## src/sv/ircc_ram.sv

```systemverilog
`timescale 1ns / 1ps
`default_nettype none
// ----------------------------------------------------------------------------
// ircc_ram
// Generic single-port-write, single-port-read RAM with registered read data.
// ----------------------------------------------------------------------------
module ircc_ram #(
  parameter int WIDTH = 8,
  parameter int DEPTH = 16
) (
  input  wire logic                     clk,
  input  wire logic                     we,
  input  wire logic [$clog2(DEPTH)-1:0] waddr,
  input  wire logic [WIDTH-1:0]         wdata,
  input  wire logic [$clog2(DEPTH)-1:0] raddr,
  output logic      [WIDTH-1:0]         rdata
);

  logic [WIDTH-1:0] mem [DEPTH];

  // Write port and registered read port.
  always_ff @(posedge clk) begin
    if (we) begin
      mem[waddr] <= wdata;
    end
    rdata <= mem[raddr];
  end

endmodule
`default_nettype wire

```

## config.mk

```make
export PLATFORM = sky130hd
export DESIGN_NAME = ircc_ram
export DESIGN_NICKNAME = d
export VERILOG_FILES = /design/src/sv/ircc_ram.sv
export SDC_FILE = /design/constraint.sdc
export NUM_CORES = 1
export LEC_CHECK = 0
export BUFFER_PORTS_ARGS = -buffer_cell sky130_fd_sc_hd__buf_2
export CORE_ASPECT_RATIO = 1.5
export CORE_MARGIN = 2
export CORE_UTILIZATION = 54
export CTS_CLUSTER_SIZE = 24
export DETAILED_ROUTE_END_ITERATION = 8
export PLACE_DENSITY = 0.74
export SLEW_MARGIN = 20
export SYNTH_ARGS = -nofsm -noshare
export SYNTH_HDL_FRONTEND = slang
export SYNTH_SLANG_ARGS = --single-unit
```

## constraint.sdc

```tcl
create_clock -name clk -period 1.4 [get_ports clk]
set_input_delay 0 -clock clk [delete_from_list [all_inputs] [get_ports clk]]
set_output_delay 0 -clock clk [all_outputs]
set_load 0.1 [all_outputs]
```

# After elaboration in Yosys (flattened, before gate mapping)
# Memory sizes are Yosys's and may differ from the RTL's. A register that Yosys moved wholly into a read port is not among the register bits.
# Index checks and enable logic that the tools add are counted.
# word_totals
ff_bits	0
latchBits	0
ramBits	128
rom_bits	0
inputBits	18
out_inout_bits	8
wordCells	3
mem_count	1
# classes
addsub	0
n_mul	0
n_div	0
magnitude_cmp	0
n_eq_ne	0
shift	0
mux	2
n_bitwise	0
n_reduce_logical	0
# mem_list
memory	words	width	read_ports	rd_clocked_by_memory_dff	wr	line	text
mem	16	8	1	1	1	19	logic [WIDTH-1:0] mem [DEPTH];
# ops
op	n
$mux W1	2

# Longest topological paths before layout
# logic_depth
ltp_word	2
depth_mapped	5
depth_no_buf	3

# Worst setup path after synthesis
# Ideal clock, no wire load.
# synth_path
path_kind	input to register
from	input waddr[2]
to	memory mem[0][0] (enable)
setup_time_ps	383
t_arrival_ps	1110
t_required_ps	1017
path_slack_ps	-93
path_stages	2
path_buffers	0
cell_sequence	or3b_2 nor3_1
# synth_rtl
item	line	text
start: declaration	13	input wire logic [$clog2(DEPTH)-1:0] waddr,
end: declaration	19	
# Straight into the memory's write port.

==> metrics.md <==
| Metric | Value |
|---|---|
| Sink Count | `136` |
| Commonest cells post-synth | `edfxtp_1, mux4_2, a22oi_1` |
| Syn. warnings | `0` |
| # diodes | `0` |
| Slew Viols, Final | `0` |
| Peak VDD IR | `1400 uV` |
| Pwr dens | `1566 nW/um^2` |
| Initial Utilization | `55.62%` |
| DR WL/cell | `23.40 um` |
| DR iter-0 viols | `175` |
| #FFs+latches synth | `136` |
| Switching pwr | `2.050 mW` |
| Total core area | `9254 sq um` |
| Status | `finished, final reports clean` |
| Fraction of layout cells with a size suffix above 1 | `32.68%` |
| Worst setup path class | `reg2reg` |
| Final WL | `9.780 mm` |
| Final net count | `312` |
| Global Route Usage Sum | `20.51%` |
| Drt first pass iters | `5` |
| Final cell count without fillers | `418` |
| Async set-or-reset flop fraction in the synthesized netlist | `0%` |
| Critical Path AT | `1650 ps` |
| Worst slew margin | `66.72%` |
| Die ar. | `10,350 sq um` |
| Ys flop type | `edfxtp_1` |
| Clock latency on the worst-skew pair | `410 ps` |
| Clk_skew | `5.498 ps` |
| Slew at the pin closest to its max-slew limit | `502.6 ps` |
| Most common cell in the netlist | `edfxtp_1` |
| Synth top area cells | `edfxtp_1, mux4_2, mux4_1` |
| Flop pwr share | `46.8%` |
| Overflow after GRT | `0` |
| Number of flops mapped to enable cells by yosys | `128` |
| # rows | `43` |
| Worst r2r path cells | `3` |
| Min-delay worst type | `in2reg` |
| Critical path fanouts, max | `1` |
| Switching Share | `20.97%` |
| DRC viols | `0` |
| Post-Syn Area | `5147 sq um` |
| Cell Int Power | `7.726 mW` |
| Cts bufs inserted | `17` |
| Distinct cells, synth | `19` |
| Post-Syn Instances | `229` |
| Via Count | `2,498` |
| Clk root buf | `clkbuf_16` |
| Minimum clock period | `1357 ps` |
| IO Count | `26` |
| Maximum Capacitance Violations | `0` |
| Crit. End Element | `flop` |
| Final hold vios | `0` |
| Setup bufs post-CTS | `0` |
| Clock power frac | `46.5%` |
| RSZ-0062 raised after global routing | `false` |
| Antenna violations before repair | `0` |
| DIE WIDTH | `83.72 um` |
| DRT antenna net count | `0` |
| Net Count, Synth | `247` |
| Final period util | `96.91%` |
| Final core utilization | `67.47%` |
| TritonCTS clock tree | `built` |
| Post-synth top area share | `74.67%` |
| CP Data Required Time | `1690 ps` |
| P&R area growth vs syn | `21.29%` |
| Post-synth top area cell | `edfxtp_1` |
| Max clock buf depth | `2` |
| Routed vias/inst | `5.976` |
| I/O Buffers | `25` |
| Register area share after synthesis | `77.78%` |
| Leak pwr | `2.148 nW` |
| Global-route wire length before repair | `14.83 mm` |
| Post-DP HPWL | `6.258 mm` |
| Die H | `123.6 um` |
| Gate power share | `6.6%` |
| CTS clk-pin slew, worst paths | `60 ps` |
| Inst Count DP | `379` |
| Number of H-tree levels | `4` |
| Final setup fails | `0` |
| Max Fclk | `0.7371 GHz` |
| Largest net degree at the start of global routing | `33` |
| Crit start category | `flop` |
| Post-Syn Area per Cell | `22.48 sq um` |
| Number of global-route vias before repair | `2,553` |
| Hold Path Depth | `3` |
| GPL Wtd Cong | `0.8080` |
## kinds of logic after synthesis
group | synth area share, %
AO/OA/AOI/OAI | 2.334
multiplexers | 15.02
buffers and inverters | 1.677
AND/OR/NAND/NOR | 3.184
flip-flops | 77.78
## registers in the layout, summed over array words and instances, names as in the netlist
register,flops
rdata,8
mem,128
## layer usage
metal  GRT usage, %  vias up  wire [um]
li1               -     1104          -
met1          24.31     1282       3799
met2          36.45      102       5354
met3          6.296       10        502
met4          6.048        0        124
met5              0        -          0
## path summary, 6_finish.rpt
path / from / end / slack [ps]
worst max-delay path: mem[3][0]$_DFFE_PP_ / rdata[0]$_DFF_P_ / 40
worst min-delay path: waddr[0] / mem[4][5]$_DFFE_PP_ / 150
worst max register to register: mem[3][0]$_DFFE_PP_ / rdata[0]$_DFF_P_ / 40
worst min register to register: mem[15][4]$_DFFE_PP_ / rdata[4]$_DFF_P_ / 670
## cells in the final DEF (no fill, tap or decap), types with 8 or more instances in the layout
| cell | n |
|---|---|
| edfxtp_1 | 128 |
| buf_2 | 25 |
| buf_4 | 20 |
| mux4_2 | 19 |
| clkbuf_16 | 17 |
| a22oi_1 | 13 |
| nor2_1 | 13 |
| mux4_1 | 13 |
| nand2_1 | 9 |
| dlygate4sd3_1 | 8 |
| dfxtp_1 | 8 |
## power groups by stage
| stage | Sequential (mW) | Combinational [mW] | Clock [mW] |
|---|---|---|---|
| 4_1_cts | 4.58 | 0.653 | 4.59 |
| 3_5_place_dp | 4.66 | 0.629 | 0 |
| 6_report | 4.58 | 0.647 | 4.55 |
| 3_3_place_gp | 4.66 | 0.618 | 0 |
| 5_1_grt | 4.59 | 0.685 | 4.76 |
| 2_1_floorplan | 4.85 | 0.231 | 0 |
## worst max-delay path, cell delays in order (launching register included)
cell      delay (ps)
edfxtp_1         380
mux4_1           500
a22oi_1          250
nand2_1          110
## final cells by class
cell class | count | area, sq um
Sequential cell | 136 | 4004
Fill cell | 596 | 3010
Tap cell | 112 | 140.1
Multi-Input combinational cell | 83 | 1074
Clock buffer | 19 | 432.9
Clock inverter | 12 | 177.7
Timing Repair Buffer | 56 | 415.4
## repair_timing
item / 4_1_cts / 5_1_grt
endpoints found under the setup margin: 1 / 2
hold endpoints to repair: 128 / 0
resized for setup: 2 / 2
hold buffers: 8 / 0
## through the flow
stage | hold slack [ps] | TNS [ps] | power (mW) | area (sq um) | setup slack, ps
final | 151.7 | 0 | 9.776 | 6243 | 43.28
after floorplan | 98.87 | 0 | 5.086 | 5152 | 133.9
after CTS | 137.9 | 0 | 9.826 | 6233 | 20.29
after global routing | 155.0 | 0 | 10.04 | 6243 | 6.379
after global placement | 370.7 | -32.88 | 5.278 | 5542 | -19.79
after detailed placement | 390.5 | -63.79 | 5.294 | 5542 | -41.35
Power figures use the tool's default switching activity.
